$ cat config.mk
export PLATFORM = sky130hd
export DESIGN_NAME = matrix_add_sub_mul_4x4
export DESIGN_NICKNAME = d
export VERILOG_FILES = /design/src/design/mas_pkg.sv /design/src/design/mas_mem.sv /design/src/design/mas_mac.sv /design/src/design/matrix_add_sub_mul_4x4.sv
export SDC_FILE = /design/constraint.sdc
export NUM_CORES = 1
export LEC_CHECK = 0
export ABC_AREA = 0
export BUFFER_PORTS_ARGS = -buffer_cell sky130_fd_sc_hd__buf_2
export CELL_PAD_IN_SITES_DETAIL_PLACEMENT = 1
export CELL_PAD_IN_SITES_GLOBAL_PLACEMENT = 1
export CORE_AREA = 2 2 192 194
export DETAILED_ROUTE_END_ITERATION = 8
export DIE_AREA = 0 0 194 196
export PLACE_DENSITY_LB_ADDON = 0.15
export SYNTH_ARGS = -nofsm -noshare
export SYNTH_HDL_FRONTEND = slang
export SYNTH_SLANG_ARGS = --single-unit
$ cat constraint.sdc
create_clock -name clk -period 6.37 [get_ports clk]
set_input_delay 1.274 -clock clk [delete_from_list [all_inputs] [get_ports clk]]
set_output_delay 1.274 -clock clk [all_outputs]
set_load 0.01 [all_outputs]
$ cat src/design/mas_pkg.sv
`timescale 1ns / 1ps
// mas_pkg: shared constants, action codes, sequencer states and the
// control word handed from the sequencer to the multiply-accumulate path.
// No dependencies.
package mas_pkg;

	localparam int DIM_DEF       = 4;
	localparam int ELEM_BITS_DEF = 8;
	localparam int ACT_W         = 2;

	typedef logic [ACT_W-1:0] action_t;

	localparam action_t ACT_LOAD_A  = 2'd0;
	localparam action_t ACT_LOAD_B  = 2'd1;
	localparam action_t ACT_COMPUTE = 2'd2;

	typedef enum logic [1:0] {
		ST_IDLE,
		ST_ISSUE,
		ST_DRAIN,
		ST_EMIT
	} seq_state_t;

	// one dot-product term in flight
	typedef struct packed {
		logic vld;
		logic first;   // k == 0, restart accumulator
		logic last_k;  // k == DIM-1, result complete after this term
		logic cap_a;   // A read is A[r][c]
		logic cap_b;   // B read is B[r][c]
	} mac_ctl_t;

endpackage

$ cat src/design/mas_mem.sv
`timescale 1ns / 1ps
// mas_mem: single-port-write, single-port-read synchronous RAM, read data
// registered. No dependencies.
module mas_mem #(
	parameter int DEPTH = 16,
	parameter int WIDTH = 8
) (
	input  logic                     clk,
	input  logic                     we,
	input  logic [$clog2(DEPTH)-1:0] waddr,
	input  logic [WIDTH-1:0]         wdata,
	input  logic [$clog2(DEPTH)-1:0] raddr,
	output logic [WIDTH-1:0]         rdata
);

	logic [WIDTH-1:0] mem [DEPTH];
	logic [WIDTH-1:0] rdata_q;

	always_ff @(posedge clk) begin
		if (we) begin
			mem[waddr] <= wdata;
		end
	end

	always_ff @(posedge clk) begin
		rdata_q <= mem[raddr];
	end

	assign rdata = rdata_q;

endmodule

$ cat src/design/mas_mac.sv
`timescale 1ns / 1ps
// mas_mac: multiply-accumulate datapath for one result element, plus capture
// of A[r][c] and B[r][c] for the sum and difference. Depends on mas_pkg.
module mas_mac #(
	parameter int ELEM_BITS = 8,
	parameter int PROD_W    = 18
) (
	input  logic                   clk,
	input  logic                   arst_n,
	input  mas_pkg::mac_ctl_t      ctl,        // aligned with the memory read address
	input  logic signed [ELEM_BITS-1:0] a_rd,  // memory read data, registered from that address
	input  logic signed [ELEM_BITS-1:0] b_rd,
	output logic                   done,       // acc, sum, diff final and held
	output logic signed [ELEM_BITS:0]   sum,
	output logic signed [ELEM_BITS:0]   diff,
	output logic signed [PROD_W-1:0]    acc
);
	import mas_pkg::*;

	localparam int SUM_W = ELEM_BITS + 1;

	mac_ctl_t ctl_s1, ctl_s2;
	logic signed [2*ELEM_BITS-1:0] prod_s2;
	logic signed [ELEM_BITS-1:0]   a_q, b_q;
	logic signed [PROD_W-1:0]      acc_q;
	logic                          done_q;

	always_ff @(posedge clk or negedge arst_n) begin
		if (!arst_n) begin
			ctl_s1 <= '0;
			ctl_s2 <= '0;
			done_q <= 1'b0;
		end else begin
			ctl_s1 <= ctl;
			ctl_s2 <= ctl_s1;
			done_q <= ctl_s2.vld && ctl_s2.last_k;
		end
	end

	always_ff @(posedge clk) begin
		prod_s2 <= a_rd * b_rd;
		if (ctl_s1.vld && ctl_s1.cap_a) begin
			a_q <= a_rd;
		end
		if (ctl_s1.vld && ctl_s1.cap_b) begin
			b_q <= b_rd;
		end
		if (ctl_s2.vld) begin
			acc_q <= (ctl_s2.first ? PROD_W'(0) : acc_q) + PROD_W'(prod_s2);
		end
	end

	assign done = done_q;
	assign sum  = SUM_W'(a_q) + SUM_W'(b_q);
	assign diff = SUM_W'(a_q) - SUM_W'(b_q);
	assign acc  = acc_q;

endmodule

$ cat src/design/matrix_add_sub_mul_4x4.sv
`timescale 1ns / 1ps
// matrix_add_sub_mul_4x4: DIM x DIM signed matrix unit, element sum, difference
// and matrix product. Depends on mas_pkg, mas_mem, mas_mac.
//
//  channel | dir | handshake          | payload
//  --------+-----+--------------------+------------------------------------------
//  s_*     | in  | s_tvalid/s_tready  | tuser: action; tdata: row, col, value
//  m_*     | out | m_tvalid/m_tready  | tdata: out_row, out_col, sum, difference,
//          |     |                    |        product; tlast: last of a run
//
// Loads may stream back to back.
// A compute beat runs DIM*DIM results, each as DIM reads (one dot-product term
// per cycle through the single read port of each matrix memory), then a
// multiply/accumulate drain and one emit step. s_tready is low meanwhile.
// A stalled sink holds the sequencer in its emit step; nothing is dropped.
// arst_n clears control only; matrix contents are undefined until loaded.
module matrix_add_sub_mul_4x4
	import mas_pkg::*;
#(
	parameter int DIM       = mas_pkg::DIM_DEF,
	parameter int ELEM_BITS = mas_pkg::ELEM_BITS_DEF,
	localparam int IDX_W    = $clog2(DIM),
	localparam int SUM_W    = ELEM_BITS + 1,
	localparam int PROD_W   = 2 * ELEM_BITS + $clog2(DIM),
	localparam int S_DATA_W = ((2 * IDX_W + ELEM_BITS + 7) / 8) * 8,
	localparam int M_DATA_W = ((2 * IDX_W + 2 * SUM_W + PROD_W + 7) / 8) * 8
) (
	input  logic                      clk,
	input  logic                      arst_n,
	input  logic                      s_tvalid,
	output logic                      s_tready,
	input  logic [S_DATA_W-1:0]       s_tdata,   // row, col, value, zero pad
	input  logic [mas_pkg::ACT_W-1:0] s_tuser,   // action
	output logic                      m_tvalid,
	input  logic                      m_tready,
	output logic [M_DATA_W-1:0]       m_tdata,   // out_row, out_col, sum, difference,
	                                             // product, zero pad
	output logic                      m_tlast    // last
);
	import mas_pkg::*;

	localparam int DEPTH = DIM * DIM;
	localparam int AW    = $clog2(DEPTH);

	// input unpack
	action_t                 in_act;
	logic [IDX_W-1:0]        in_row, in_col;
	logic [ELEM_BITS-1:0]    in_val;
	logic                    in_fire, load_ok, we_a, we_b;
	logic [AW-1:0]           waddr;

	assign in_act = s_tuser;
	assign in_row = s_tdata[IDX_W-1:0];
	assign in_col = s_tdata[2*IDX_W-1:IDX_W];
	assign in_val = s_tdata[2*IDX_W +: ELEM_BITS];

	// sequencer
	seq_state_t       state_q, state_d;
	logic [IDX_W-1:0] r_q, c_q, k_q;
	logic             k_end, c_end, r_end, emit_fire;
	mac_ctl_t         ctl;
	logic [AW-1:0]    raddr_a, raddr_b;

	// datapath
	logic [ELEM_BITS-1:0]      a_rd, b_rd;
	logic                      mac_done;
	logic signed [SUM_W-1:0]   mac_sum, mac_diff;
	logic signed [PROD_W-1:0]  mac_acc;

	// output register
	logic                     m_tvalid_q, last_q;
	logic [IDX_W-1:0]         row_q, col_q;
	logic [SUM_W-1:0]         sum_q, diff_q;
	logic [PROD_W-1:0]        prod_q;

	assign s_tready = (state_q == ST_IDLE);
	assign in_fire  = s_tvalid && s_tready;

	// loads outside the matrix are dropped
	assign load_ok = in_fire
		&& ({1'b0, in_row} < (IDX_W + 1)'(DIM))
		&& ({1'b0, in_col} < (IDX_W + 1)'(DIM));
	assign we_a  = load_ok && (in_act == ACT_LOAD_A);
	assign we_b  = load_ok && (in_act == ACT_LOAD_B);
	assign waddr = AW'(AW'(in_row) * AW'(DIM) + AW'(in_col));

	// A walks row r, B walks column c
	assign raddr_a = AW'(AW'(r_q) * AW'(DIM) + AW'(k_q));
	assign raddr_b = AW'(AW'(k_q) * AW'(DIM) + AW'(c_q));

	assign k_end = (k_q == IDX_W'(DIM - 1));
	assign c_end = (c_q == IDX_W'(DIM - 1));
	assign r_end = (r_q == IDX_W'(DIM - 1));

	always_comb begin
		state_d   = state_q;
		ctl       = '0;
		emit_fire = 1'b0;
		case (state_q)
			ST_IDLE: begin
				if (in_fire && in_act == ACT_COMPUTE) begin
					state_d = ST_ISSUE;
				end
			end
			ST_ISSUE: begin
				ctl.vld    = 1'b1;
				ctl.first  = (k_q == '0);
				ctl.last_k = k_end;
				ctl.cap_a  = (k_q == c_q);
				ctl.cap_b  = (k_q == r_q);
				if (k_end) begin
					state_d = ST_DRAIN;
				end
			end
			ST_DRAIN: begin
				if (mac_done) begin
					state_d = ST_EMIT;
				end
			end
			ST_EMIT: begin
				if (!m_tvalid_q || m_tready) begin
					emit_fire = 1'b1;
					state_d   = (r_end && c_end) ? ST_IDLE : ST_ISSUE;
				end
			end
			default: begin
				state_d = ST_IDLE;
			end
		endcase
	end

	always_ff @(posedge clk or negedge arst_n) begin
		if (!arst_n) begin
			state_q <= ST_IDLE;
			r_q     <= '0;
			c_q     <= '0;
			k_q     <= '0;
		end else begin
			state_q <= state_d;
			if (state_q == ST_IDLE) begin
				r_q <= '0;
				c_q <= '0;
				k_q <= '0;
			end
			if (state_q == ST_ISSUE) begin
				k_q <= k_end ? '0 : k_q + 1'b1;
			end
			if (emit_fire) begin
				c_q <= c_end ? '0 : c_q + 1'b1;
				if (c_end) begin
					r_q <= r_end ? '0 : r_q + 1'b1;
				end
			end
		end
	end

	mas_mem #(.DEPTH(DEPTH), .WIDTH(ELEM_BITS)) u_mem_a (
		.clk   (clk),
		.we    (we_a),
		.waddr (waddr),
		.wdata (in_val),
		.raddr (raddr_a),
		.rdata (a_rd)
	);

	mas_mem #(.DEPTH(DEPTH), .WIDTH(ELEM_BITS)) u_mem_b (
		.clk   (clk),
		.we    (we_b),
		.waddr (waddr),
		.wdata (in_val),
		.raddr (raddr_b),
		.rdata (b_rd)
	);

	mas_mac #(.ELEM_BITS(ELEM_BITS), .PROD_W(PROD_W)) u_mac (
		.clk    (clk),
		.arst_n (arst_n),
		.ctl    (ctl),
		.a_rd   (a_rd),
		.b_rd   (b_rd),
		.done   (mac_done),
		.sum    (mac_sum),
		.diff   (mac_diff),
		.acc    (mac_acc)
	);

	// output register: one result beat, refilled by the next emit, which may coincide with the beat being taken
	always_ff @(posedge clk or negedge arst_n) begin
		if (!arst_n) begin
			m_tvalid_q <= 1'b0;
		end else if (emit_fire) begin
			m_tvalid_q <= 1'b1;
		end else if (m_tready) begin
			m_tvalid_q <= 1'b0;
		end
	end

	always_ff @(posedge clk) begin
		if (emit_fire) begin
			row_q  <= r_q;
			col_q  <= c_q;
			sum_q  <= mac_sum;
			diff_q <= mac_diff;
			prod_q <= mac_acc;
			last_q <= r_end && c_end;
		end
	end

	assign m_tvalid = m_tvalid_q;
	assign m_tdata  = M_DATA_W'({prod_q, diff_q, sum_q, col_q, row_q});
	assign m_tlast  = last_q;

	// accumulator completes only while the sequencer waits for it
	a_done_in_drain: assert property (@(posedge clk) disable iff (!arst_n)
		mac_done |-> state_q == ST_DRAIN)
		else $error("mac done outside drain");

	// drain of the multiply/accumulate path: mac_done arrives through the ctl_s2 and done_q registers
	a_drain_latency: assert property (@(posedge clk) disable iff (!arst_n)
		$rose(state_q == ST_DRAIN) |-> ##2 mac_done)
		else $error("mac drain latency mismatch");

	// matrices change only between runs
	a_write_idle: assert property (@(posedge clk) disable iff (!arst_n)
		(we_a || we_b) |-> state_q == ST_IDLE && !ctl.vld)
		else $error("matrix write during a run");

endmodule
==> summary.md, run 1 <==
| Metric | Value |
|---|---|
| Status | `completed` |
| Post-Route Setup TNS | `0 ns` |
| Overall die area | `0.03802 mm^2` |
| Total of max-cap violations | `0` |
| Highest ir drop seen on vdd | `0.3400 mV` |
| Aggregate routed wire length | `35670 um` |
| Core region area | `0.03608 mm^2` |
| Number of global-route vias before repair | `9727` |
| Total congestion overflow | `0` |
| Setup crit end kind | `flop` |
| Post-Syn Nets | `1235` |
| Top FF cell, synth | `sky130_fd_sc_hd__edfxtp_1` |
| Highest metal layer with signal wires | `met4` |
| WL/cell | `21.44 um` |
| Htree depth | `2` |
| Worst slew margin relative to its limit | `0.2009` |
| Chip Height | `196 um` |
| Detail Placement HPWL | `23940 um` |
| Final setup viols | `0` |
| Vias/cell | `5.417` |
| Maximum clock insertion buffer count | `3` |
| Ordered cell list for the critical path | `and2_1, fa_1, inv_1, fa_1, inv_1, fa_1, inv_1, fa_1, inv_1, ha_1, inv_1, o21ai_1, a2111oi_0, o21bai_1, a21oi_1, xnor2_1` |
| Layout Skew | `0.02337 ns` |
| Switching pwr | `963.7 uW` |
| Mean instance size in the synthesized netlist | `16.30 um^2` |
| Cells after Synth | `1085` |
| Detail Route met3 WL | `1214 um` |
| Net count of the finished layout | `1316` |
| Final critical-path required period | `4.662 ns` |
| Leakage | `7.223 nW` |
| Die X-Extent | `194 um` |
| ANT cells | `0` |
| Slew of the pin with the lowest slew margin | `1.190 ns` |
| Routed length on met1 | `15750 um` |
| First-pass iteration count of the detailed router | `5` |
| Cell at the slowest stage of the critical path | `sky130_fd_sc_hd__a2111oi_0` |
| Number of enable-type register cells in the synthesized netlist | `330` |
| Effective utilization at floorplan | `0.4902` |
| Wire length on met2 | `18110 um` |
| Placer's final routability congestion estimate | `0.7652` |
| CP max stage delay | `0.70 ns` |
| Fraction of registers with async set/reset | `0.04737` |
| Residual DRC count | `0` |
| Pin count of the biggest net entering global routing | `43` |
| Switching part of the total | `0.1902` |
| Post-layout instance area | `0.01978 mm^2` |
| PostCTS Resize Cnt | `0` |
| Combinational fraction of design power | `0.008` |
| Count of final max-slew check failures | `0` |
| Critical path buffer and inverter count | `5` |
| Leading cell type in the layout, fill and taps excluded | `sky130_fd_sc_hd__edfxtp_1` |
| Total CTS buffers | `41` |
| Nature of the critical path startpoint | `flop` |
| Clock latency on the worst-skew pair | `0.56 ns` |
| Setup repair after global routing missed its margin | `no` |
| Proportion of synthesized chip area in sequential cells | `0.6219` |
| Type of the worst setup path | `flop to flop` |
| Via count | `9014` |
| Syn-to-layout area delta | `11.80%` |
| Fraction of final layout cells with drive strength greater than 1 | `0.1597` |
| Total internal power | `4.104 mW` |
| Top library cells by usage in the layout, fill and taps aside | `sky130_fd_sc_hd__edfxtp_1 (330), sky130_fd_sc_hd__inv_1 (110), sky130_fd_sc_hd__ha_1 (70)` |
| Post-layout worst setup margin | `1.708 ns` |
| Achievable Freq | `214.5 MHz` |
| Antenna violations before repair | `0` |
| Global-route wire length before repair | `56080 um` |
| Aggregate global-route resource usage | `0.1943` |
| Pre-CTS WS | `1.810 ns` |
| Synth Warn # | `0` |
| Antenna viol nets, final | `0` |
| Cell area after technology mapping | `0.01769 mm^2` |
| Relative contribution of sequential cells to total power | `0.532` |
| Count of buffers added by post-CTS timing repair for setup | `0` |
| Arrival time at the worst endpoint | `5.14 ns` |
| I/O Buffers | `60` |
| Post-cts hold buffer count | `0` |
| Final Hold Fails | `0` |
| Clock transition at the register clock pins on the worst setup and hold paths after CTS | `0.07 ns` |
| Top cell by count, worst path | `sky130_fd_sc_hd__inv_1` |
| Clock share of power | `0.460` |
| Largest fanout on the critical path | `9` |
| Fin crit share | `0.7319` |
| Power per cell area | `256.2 mW/mm^2` |
| Path type of the worst min-delay path | `flop to flop` |
| Clk sinks | `380` |
| Placement Cell Area | `0.01846 mm^2` |
| Endpoint required time on the critical path | `6.85 ns` |
| Clock root buffer | `sky130_fd_sc_hd__clkbuf_16` |
| Count of state elements after synthesis | `380` |
| Num rows | `70` |
| Ports | `65` |
| Unique cell type count in the Yosys netlist | `56` |
| CP top delay family | `adder cells` |
| Number of DRC markers after the initial detailed-route iteration | `473` |
| CTS tree | `built` |
[flip-flops by register name (all words and copies together) (netlist names), 3 cells and up]
name and flops:
u_mem_a.mem 128, u_mac.ctl_s1 5, u_mac.prod_s2 16, u_mac.a_q 8, u_mem_a.rdata 8, diff_q 8, u_mac.b_q 8, u_mac.acc 18
u_mem_b.rdata 8, u_mac.ctl_s2 3, u_mem_b.mem 128, prod_q 18, sum_q 9
[routing by layer]
| layer | track usage | up-vias |
|---|---|---|
| li1 | - | 4171 |
| met1 | 0.2565 | 4642 |
| met2 | 0.3383 | 152 |
| met3 | 0.03301 | 49 |
| met4 | 0.04686 | 0 |
| met5 | 0 | - |
[per-stage QoR]
stage	total power, mW	cells	utilization	hold WS (ns)
floorplan	2.754	1085	-	0.3312
global placement	2.787	1591	0.5115	0.3355
detailed placement	2.790	1591	0.5115	0.3387
CTS	5.130	1664	0.5481	0.3290
global route	5.216	1664	0.5481	0.3499
finish	5.067	1664	0.5481	0.3390
[logic make-up (layout without fill, tap and decap cells)]
kind of cell               Yosys count  after routing  synth area share
DFF                                380            380            0.6219
muxes                               82             82            0.1081
buffers and inverters              140            251           0.03445
AOI/OAI and AO/OA                   98             98           0.03544
xor gates and xnor gates            44             44           0.02179
and+or+nand+nor                    213            213           0.06323
adders and majority gates          128            128            0.1152
[power groups by stage]
stage / Combinational [mW] / Sequential, mW / Clock (mW)
final: 0.0419 / 2.70 / 2.33
after global routing: 0.0464 / 2.69 / 2.48
after CTS: 0.0427 / 2.69 / 2.39
after detailed placement: 0.0426 / 2.75 / 0
after global placement: 0.0401 / 2.75 / 0
after floorplan: 0.00613 / 2.75 / 0
[Yosys cell counts, drive strengths merged, types with 2 or more instances]
master | number | area share
nand3b | 7 | 0.0030
nor3 | 13 | 0.0037
mux4 | 80 | 0.11
nor4 | 2 | 0.00071
nand2 | 37 | 0.0079
fa | 58 | 0.066
nand4 | 2 | 0.00071
dfrtp | 18 | 0.025
o21ai | 28 | 0.0081
and2 | 47 | 0.017
a2111oi | 2 | 0.0013
buf | 13 | 0.0075
nand2b | 19 | 0.0067
xnor2 | 32 | 0.016
xor2 | 12 | 0.0059
nand3 | 5 | 0.0014
inv | 112 | 0.024
nor2 | 45 | 0.0095
a21o | 11 | 0.0047
mux2i | 2 | 0.0011
a221o | 2 | 0.0011
a21oi | 26 | 0.0074
o31ai | 3 | 0.0013
a31oi | 2 | 0.00071
ha | 70 | 0.050
and3 | 5 | 0.0018
or4 | 3 | 0.0013
o211ai | 2 | 0.00085
dfxtp | 32 | 0.036
a211oi | 3 | 0.0016
o21bai | 7 | 0.0030
nor2b | 24 | 0.0085
or3 | 2 | 0.00071
clkbuf | 15 | 0.0032
o21a | 4 | 0.0017
edfxtp | 330 | 0.56
[cell type report]
type                            count  area, um^2
Clock inverter                     12       133.9
Tap cell                          468       585.6
Inverter                          112       420.4
Multi-Input combinational cell    565        6105
Sequential cell                   380       11000
Clock buffer                       61        1184
Fill cell                        3393       16310
Timing Repair Buffer               66       345.3
[worst reg2reg max path, cell delays in order, from the launching register on]
cell and delay, ns:
sky130_fd_sc_hd__dfxtp_1 0.41, sky130_fd_sc_hd__and2_1 0.24, sky130_fd_sc_hd__fa_1 0.54, sky130_fd_sc_hd__inv_1 0.06, sky130_fd_sc_hd__fa_1 0.52, sky130_fd_sc_hd__inv_1 0.05
sky130_fd_sc_hd__fa_1 0.47, sky130_fd_sc_hd__inv_1 0.05, sky130_fd_sc_hd__fa_1 0.47, sky130_fd_sc_hd__inv_1 0.04, sky130_fd_sc_hd__ha_1 0.30, sky130_fd_sc_hd__inv_1 0.13
sky130_fd_sc_hd__o21ai_1 0.12, sky130_fd_sc_hd__a2111oi_0 0.70, sky130_fd_sc_hd__o21bai_1 0.17, sky130_fd_sc_hd__a21oi_1 0.20, sky130_fd_sc_hd__xnor2_1 0.13
[path summary, 6_finish.rpt]
kind | from | end | slack, ns | cells after the start
max reg2reg | u_mem_a.rdata[5] | u_mac.prod_s2[14] | 1.71 | 16
max | u_mem_a.rdata[5] | u_mac.prod_s2[14] | 1.71 | 16
min reg2reg | u_mac.ctl_s1[3] | u_mac.ctl_s2[3] | 0.34 | 0
max in group asynchronous | arst_n | c_q[0] | 5.35 | 1
min | u_mac.ctl_s1[3] | u_mac.ctl_s2[3] | 0.34 | 0
min in group asynchronous | arst_n | u_mac.ctl_s2[4] | 0.66 | 1
Power figures use the tool's default switching activity.
==> inputs of run 2 (changes only) <==
--- a/config.mk
+++ b/config.mk
@@ -9,9 +9,9 @@
 export BUFFER_PORTS_ARGS = -buffer_cell sky130_fd_sc_hd__buf_2
 export CELL_PAD_IN_SITES_DETAIL_PLACEMENT = 1
 export CELL_PAD_IN_SITES_GLOBAL_PLACEMENT = 1
-export CORE_AREA = 2 2 192 194
+export CORE_AREA = 2 2 195 197
 export DETAILED_ROUTE_END_ITERATION = 8
-export DIE_AREA = 0 0 194 196
+export DIE_AREA = 0 0 197 199
 export PLACE_DENSITY_LB_ADDON = 0.15
 export SYNTH_ARGS = -nofsm -noshare
 export SYNTH_HDL_FRONTEND = slang
==> constraint.sdc (replaced) <==
create_clock -name clk -period 3.8 [get_ports clk]
set_input_delay 0.76 -clock clk [delete_from_list [all_inputs] [get_ports clk]]
set_output_delay 0.76 -clock clk [all_outputs]
set_load 0.01 [all_outputs]
==> summary.md, run 2 (synthesis gave the netlist of run 1 again) <==
| Metric | Value |
|---|---|
| Fraction of final layout cells with drive strength greater than 1 | `0.2557` |
| Total congestion overflow | `0` |
| Global-route wire length before repair | `59020 um` |
| Count of final max-slew check failures | `0` |
| Wire length on met2 | `18870 um` |
| Status | `finished, violations left` |
| Final Hold Fails | `0` |
| Achievable Freq | `249.9 MHz` |
| Net count of the finished layout | `1388` |
| Placement Cell Area | `0.01900 mm^2` |
| First-pass iteration count of the detailed router | `4` |
| Fin crit share | `1.053` |
| Number of DRC markers after the initial detailed-route iteration | `408` |
| Layout Skew | `0.01840 ns` |
| Routed length on met1 | `16020 um` |
| Syn-to-layout area delta | `16.23%` |
| Total of max-cap violations | `0` |
| Path type of the worst min-delay path | `input port to async pin` |
| Worst reg2reg endpoint | `u_mac.prod_s2[14]` |
| Nature of the critical path startpoint | `flop` |
| Core region area | `0.03713 mm^2` |
| Setup crit end kind | `flop` |
| Type of the worst setup path | `flop to flop` |
| Aggregate global-route resource usage | `0.2014` |
| Pin count of the biggest net entering global routing | `37` |
| Clock transition at the register clock pins on the worst setup and hold paths after CTS | `0.06 ns` |
| Antenna violations before repair | `0` |
| Leading registers by flop count | `u_mem_a.mem (128), u_mem_b.mem (128)` |
| Clock root buffer | `sky130_fd_sc_hd__clkbuf_16` |
| Overall die area | `0.03920 mm^2` |
| Setup repair after global routing missed its margin | `yes` |
| Leakage | `7.596 nW` |
| Highest metal layer with signal wires | `met4` |
| Final critical-path required period | `4.001 ns` |
| CP max stage delay | `0.56 ns` |
| Aggregate routed wire length | `37280 um` |
| Placer's final routability congestion estimate | `0.7670` |
| CTS tree | `built` |
| Worst slew margin relative to its limit | `0.3069` |
| Endpoint required time on the critical path | `4.28 ns` |
| Chip Height | `199 um` |
| ANT cells | `0` |
| Utilization after layout | `0.5537` |
| Largest fanout on the critical path | `7` |
| Worst hold slack | `0.1332 ns` |
| Via count | `9381` |
| Total CTS buffers | `42` |
| Post-layout instance area | `0.02056 mm^2` |
| Antenna viol nets, final | `0` |
| Residual DRC count | `0` |
| CP top delay family | `adder cells` |
| Register-to-register path setup slack | `-0.20 ns` |
| Vias/cell | `5.376` |
| WL/cell | `21.37 um` |
| I/O Buffers | `60` |
| Critical path buffer and inverter count | `4` |
| Htree depth | `2` |
| Cell at the slowest stage of the critical path | `sky130_fd_sc_hd__fa_1` |
| Num rows | `71` |
| Ordered cell list for the critical path | `and2_4, fa_1, inv_2, fa_1, inv_1, fa_1, inv_1, fa_2, inv_2, ha_4, nor2_4, o21ai_4, a2111oi_4, o21bai_1, a21oi_2, xnor2_1` |
| Power per cell area | `409.6 mW/mm^2` |
| Violations in the final reports | `setup timing` |
| Origin of the critical flop-to-flop path | `u_mem_b.rdata[2]` |
| Post-layout worst setup margin | `-0.2015 ns` |
| Top cell by count, worst path | `sky130_fd_sc_hd__fa_1` |
| Slew of the pin with the lowest slew margin | `1.040 ns` |
| Top library cells by usage in the layout, fill and taps aside | `sky130_fd_sc_hd__edfxtp_1 (330), sky130_fd_sc_hd__inv_1 (99), sky130_fd_sc_hd__buf_4 (75)` |
| Highest ir drop seen on vdd | `0.5100 mV` |
| Final setup viols | `4` |
| Leading cell type in the layout, fill and taps excluded | `sky130_fd_sc_hd__edfxtp_1` |
| Detail Placement HPWL | `25810 um` |
| Die X-Extent | `197 um` |
| Effective utilization at floorplan | `0.4764` |
| Arrival time at the worst endpoint | `4.48 ns` |
| Clock latency on the worst-skew pair | `0.57 ns` |
| Worst reg2reg path depth | `16` |
| Pre-CTS WS | `-0.4749 ns` |
| Maximum clock insertion buffer count | `3` |
| Ports | `65` |
| Clk sinks | `380` |
| Number of global-route vias before repair | `10.45k` |
| Detail Route met3 WL | `1534 um` |
[run 2: cell count changes in the layout (fill, tap and decap cells not counted), sizes merged]
| cell | previous run | this run |
|---|---|---|
| buf | 66 | 137 |
| bufinv | 3 | 1 |
| clkbuf | 61 | 58 |
| clkinv | 8 | 12 |
| clkinvlp | 0 | 2 |
| inv | 113 | 116 |
[run 2: what timing repair did]
item | in CTS | in global routing
endpoints found under the hold margin | 0 | 0
setup endpoints to repair | 6 | 7
hold buffers | 0 | 0
pin swaps | 12 | 15
setup buffers | 3 | 1
gates resized for setup | 41 | 34
[run 2: per-stage QoR]
step                       TNS, ns  power, mW  std cells
after floorplan           -0.01304      4.616       1085
after detailed placement    -1.424      4.677       1664
after CTS                  -0.7318      8.532       1744
after global routing        -1.087      8.671       1745
final                      -0.4354      8.422       1745
after global placement     -0.9516      4.671       1664
[run 2: per-layer routing]
metal	global-route usage	vias up
met5	0	-
met4	0.05820	0
met3	0.03730	53
met2	0.3510	178
met1	0.2589	4844
li1	-	4306
[run 2: how the worst max path moves through the flow]
stage	cells after the start	startpoint	end
floorplan	14	u_mem_b.rdata[2]	u_mac.prod_s2[14]
global placement	16	u_mem_b.rdata[0]	u_mac.prod_s2[14]
detailed placement	16	u_mem_b.rdata[0]	u_mac.prod_s2[14]
CTS	16	u_mem_b.rdata[2]	u_mac.prod_s2[14]
global route	15	u_mem_b.rdata[2]	u_mac.prod_s2[14]
finish	16	u_mem_b.rdata[2]	u_mac.prod_s2[14]
[run 2: cell type report]
class,instances,area (um^2)
well taps,474,593.1
multi-input cells,565,6314
inverters,112,422.9
fillers,3473,16570
clock inverters,19,148.9
clock buffers,58,1142
repair buffers,137,885.9
flip-flops and latches,380,11050
[run 2: power by group]
part / switching (mW) / internal (mW) / total (mW)
clock: 1.65 / 2.19 / 3.84
combinational: 0.0610 / 0.00892 / 0.0699
sequential: 0 / 4.51 / 4.51
==> inputs of run 3 (changes only) <==
--- a/config.mk
+++ b/config.mk
@@ -13,6 +13,7 @@
 export DETAILED_ROUTE_END_ITERATION = 8
 export DIE_AREA = 0 0 197 199
 export PLACE_DENSITY_LB_ADDON = 0.15
+export REMOVE_ABC_BUFFERS = 1
 export SYNTH_ARGS = -nofsm -noshare
 export SYNTH_HDL_FRONTEND = slang
 export SYNTH_SLANG_ARGS = --single-unit
==> summary.md, run 3 (synthesis gave the netlist of run 1 again) <==
| Metric | Value |
|---|---|
| Status | `finished, violations left` |
| Violations in the final reports | `setup timing` |
| Setup repair after global routing missed its margin | `yes` |
| Relative contribution of sequential cells to total power | `0.531` |
| Largest fanout on the critical path | `6` |
| Global-route wire length before repair | `57810 um` |
| Worst reg2reg endpoint | `u_mac.prod_s2[13]` |
| First-pass iteration count of the detailed router | `4` |
| Overall die area | `0.03920 mm^2` |
| Combinational fraction of design power | `0.008` |
| Final setup viols | `5` |
| I/O Buffers | `60` |
| Post-cts hold buffer count | `0` |
| Aggregate global-route resource usage | `0.1968` |
| Antenna viol nets, final | `0` |
| Clock root buffer | `sky130_fd_sc_hd__clkbuf_16` |
| WL/cell | `20.93 um` |
| Placer's final routability congestion estimate | `0.7864` |
| Switching pwr | `1.668 mW` |
| Path type of the worst min-delay path | `input port to async pin` |
| Worst slew margin relative to its limit | `0.3602` |
| Leakage | `7.743 nW` |
| Slew of the pin with the lowest slew margin | `0.9598 ns` |
| Core region area | `0.03713 mm^2` |
| Clock transition at the register clock pins on the worst setup and hold paths after CTS | `0.06 ns` |
| Leading cell type in the layout, fill and taps excluded | `sky130_fd_sc_hd__edfxtp_1` |
| Aggregate routed wire length | `36980 um` |
| Total internal power | `6.831 mW` |
| Vias/cell | `5.345` |
| Fin crit share | `1.059` |
| Chip Height | `199 um` |
| ANT cells | `0` |
| Net count of the finished layout | `1413` |
| Ports | `65` |
| Power per cell area | `408.4 mW/mm^2` |
| Detail Placement HPWL | `25970 um` |
| Register-to-register path setup slack | `-0.22 ns` |
| Type of the worst setup path | `flop to flop` |
| Worst reg2reg path depth | `15` |
| Layout Skew | `0.02852 ns` |
| Post-layout worst setup margin | `-0.2245 ns` |
| Total congestion overflow | `0` |
| CTS tree | `built` |
| Final Hold Fails | `0` |
| Fraction of final layout cells with drive strength greater than 1 | `0.2676` |
| Clk sinks | `380` |
| Effective utilization at floorplan | `0.4764` |
| Num rows | `71` |
| Syn-to-layout area delta | `17.65%` |
| Pin count of the biggest net entering global routing | `37` |
| Switching part of the total | `0.1962` |
| Highest ir drop seen on vdd | `0.4406 mV` |
| Residual DRC count | `0` |
| Arrival time at the worst endpoint | `4.50 ns` |
| Setup crit end kind | `flop` |
| Pre-CTS WS | `-0.5199 ns` |
| Total CTS buffers | `40` |
| Total of max-cap violations | `0` |
| Die X-Extent | `197 um` |
| Utilization after layout | `0.5605` |
| Number of DRC markers after the initial detailed-route iteration | `425` |
| Endpoint required time on the critical path | `4.27 ns` |
| Antenna violations before repair | `1` |
| Number of global-route vias before repair | `10.36k` |
| Leading registers by flop count | `u_mem_a.mem (128), u_mem_b.mem (128)` |
| Achievable Freq | `248.5 MHz` |
| Clock latency on the worst-skew pair | `0.57 ns` |
| Nature of the critical path startpoint | `flop` |
| Htree depth | `2` |
| Top library cells by usage in the layout, fill and taps aside | `sky130_fd_sc_hd__edfxtp_1 (330), sky130_fd_sc_hd__inv_1 (99), sky130_fd_sc_hd__buf_4 (95)` |
| Final critical-path required period | `4.024 ns` |
| Maximum clock insertion buffer count | `3` |
| Origin of the critical flop-to-flop path | `u_mem_b.rdata[2]` |
| Clock share of power | `0.461` |
| Via count | `9444` |
| Count of final max-slew check failures | `0` |
-- run 3: repair_timing --
item	in CTS	in global routing
gates resized for setup	56	32
pin swaps	30	32
setup endpoints to repair	6	6
buffers inserted	4	5
-- run 3: layer usage --
metal  up-vias  GRT usage  wire length [um]
li1       4356          -                 -
met1      4866     0.2439             15360
met2       163     0.3540             19240
met3        57    0.03154              1480
met4         2    0.06405               889
met5         -          0                19
-- run 3: worst max-delay path by stage --
stage | slack, ns | cells after the start | end | startpoint
floorplan | -0.25 | 16 | u_mac.prod_s2[14] | u_mem_a.rdata[5]
global placement | -0.48 | 17 | u_mac.prod_s2[14] | u_mem_b.rdata[1]
detailed placement | -0.52 | 18 | u_mac.prod_s2[14] | u_mem_b.rdata[2]
CTS | -0.29 | 15 | u_mac.prod_s2[14] | u_mem_a.rdata[3]
global route | -0.43 | 17 | u_mac.prod_s2[14] | u_mem_b.rdata[2]
finish | -0.22 | 15 | u_mac.prod_s2[13] | u_mem_b.rdata[2]
-- run 3: area by class of cell --
type / count / area, um^2
fill: 3502 / 16320
sequential: 380 / 11050
multi-input combinational: 565 / 6312
timing repair buffer: 164 / 1124
clock buffer: 46 / 1044
tap: 474 / 593.1
inverter: 112 / 422.9
clock inverter: 26 / 270.3
-- run 3: power by group through the flow --
stage	Clock [mW]	Sequential, mW	Combinational [mW]
global placement	0	4.60	0.0631
CTS	4.01	4.51	0.0685
finish	3.92	4.51	0.0673
global route	4.16	4.51	0.0755
floorplan	0	4.61	0.00582
detailed placement	0	4.60	0.0690
-- run 3: worst max-delay path, stage by stage, from the launching register on --
cell and delay [ns]:
sky130_fd_sc_hd__dfxtp_4 0.38, sky130_fd_sc_hd__buf_4 0.12, sky130_fd_sc_hd__buf_6 0.09, sky130_fd_sc_hd__nand2_4 0.05
sky130_fd_sc_hd__buf_4 0.13, sky130_fd_sc_hd__fa_1 0.50, sky130_fd_sc_hd__fa_1 0.57, sky130_fd_sc_hd__fa_1 0.44
sky130_fd_sc_hd__fa_1 0.49, sky130_fd_sc_hd__inv_1 0.04, sky130_fd_sc_hd__ha_1 0.26, sky130_fd_sc_hd__nor4_4 0.24
sky130_fd_sc_hd__o21ai_2 0.12, sky130_fd_sc_hd__a31o_2 0.25, sky130_fd_sc_hd__a21oi_2 0.14, sky130_fd_sc_hd__xnor2_1 0.14
-- run 3: through the flow --
stage / instances / cell area [um^2] / setup TNS [ns] / power (mW) / hold slack [ns]
4_1_cts: 1762 / 20660 / -0.8214 / 8.594 / 0.1108
2_1_floorplan: 1057 / 17500 / -0.5418 / 4.611 / 0.3312
3_3_place_gp: 1686 / 19120 / -1.654 / 4.668 / 0.3332
5_1_grt: 1767 / 20810 / -1.476 / 8.738 / 0.1430
6_report: 1767 / 20810 / -0.6061 / 8.499 / 0.1139
3_5_place_dp: 1686 / 19120 / -1.891 / 4.674 / 0.3381
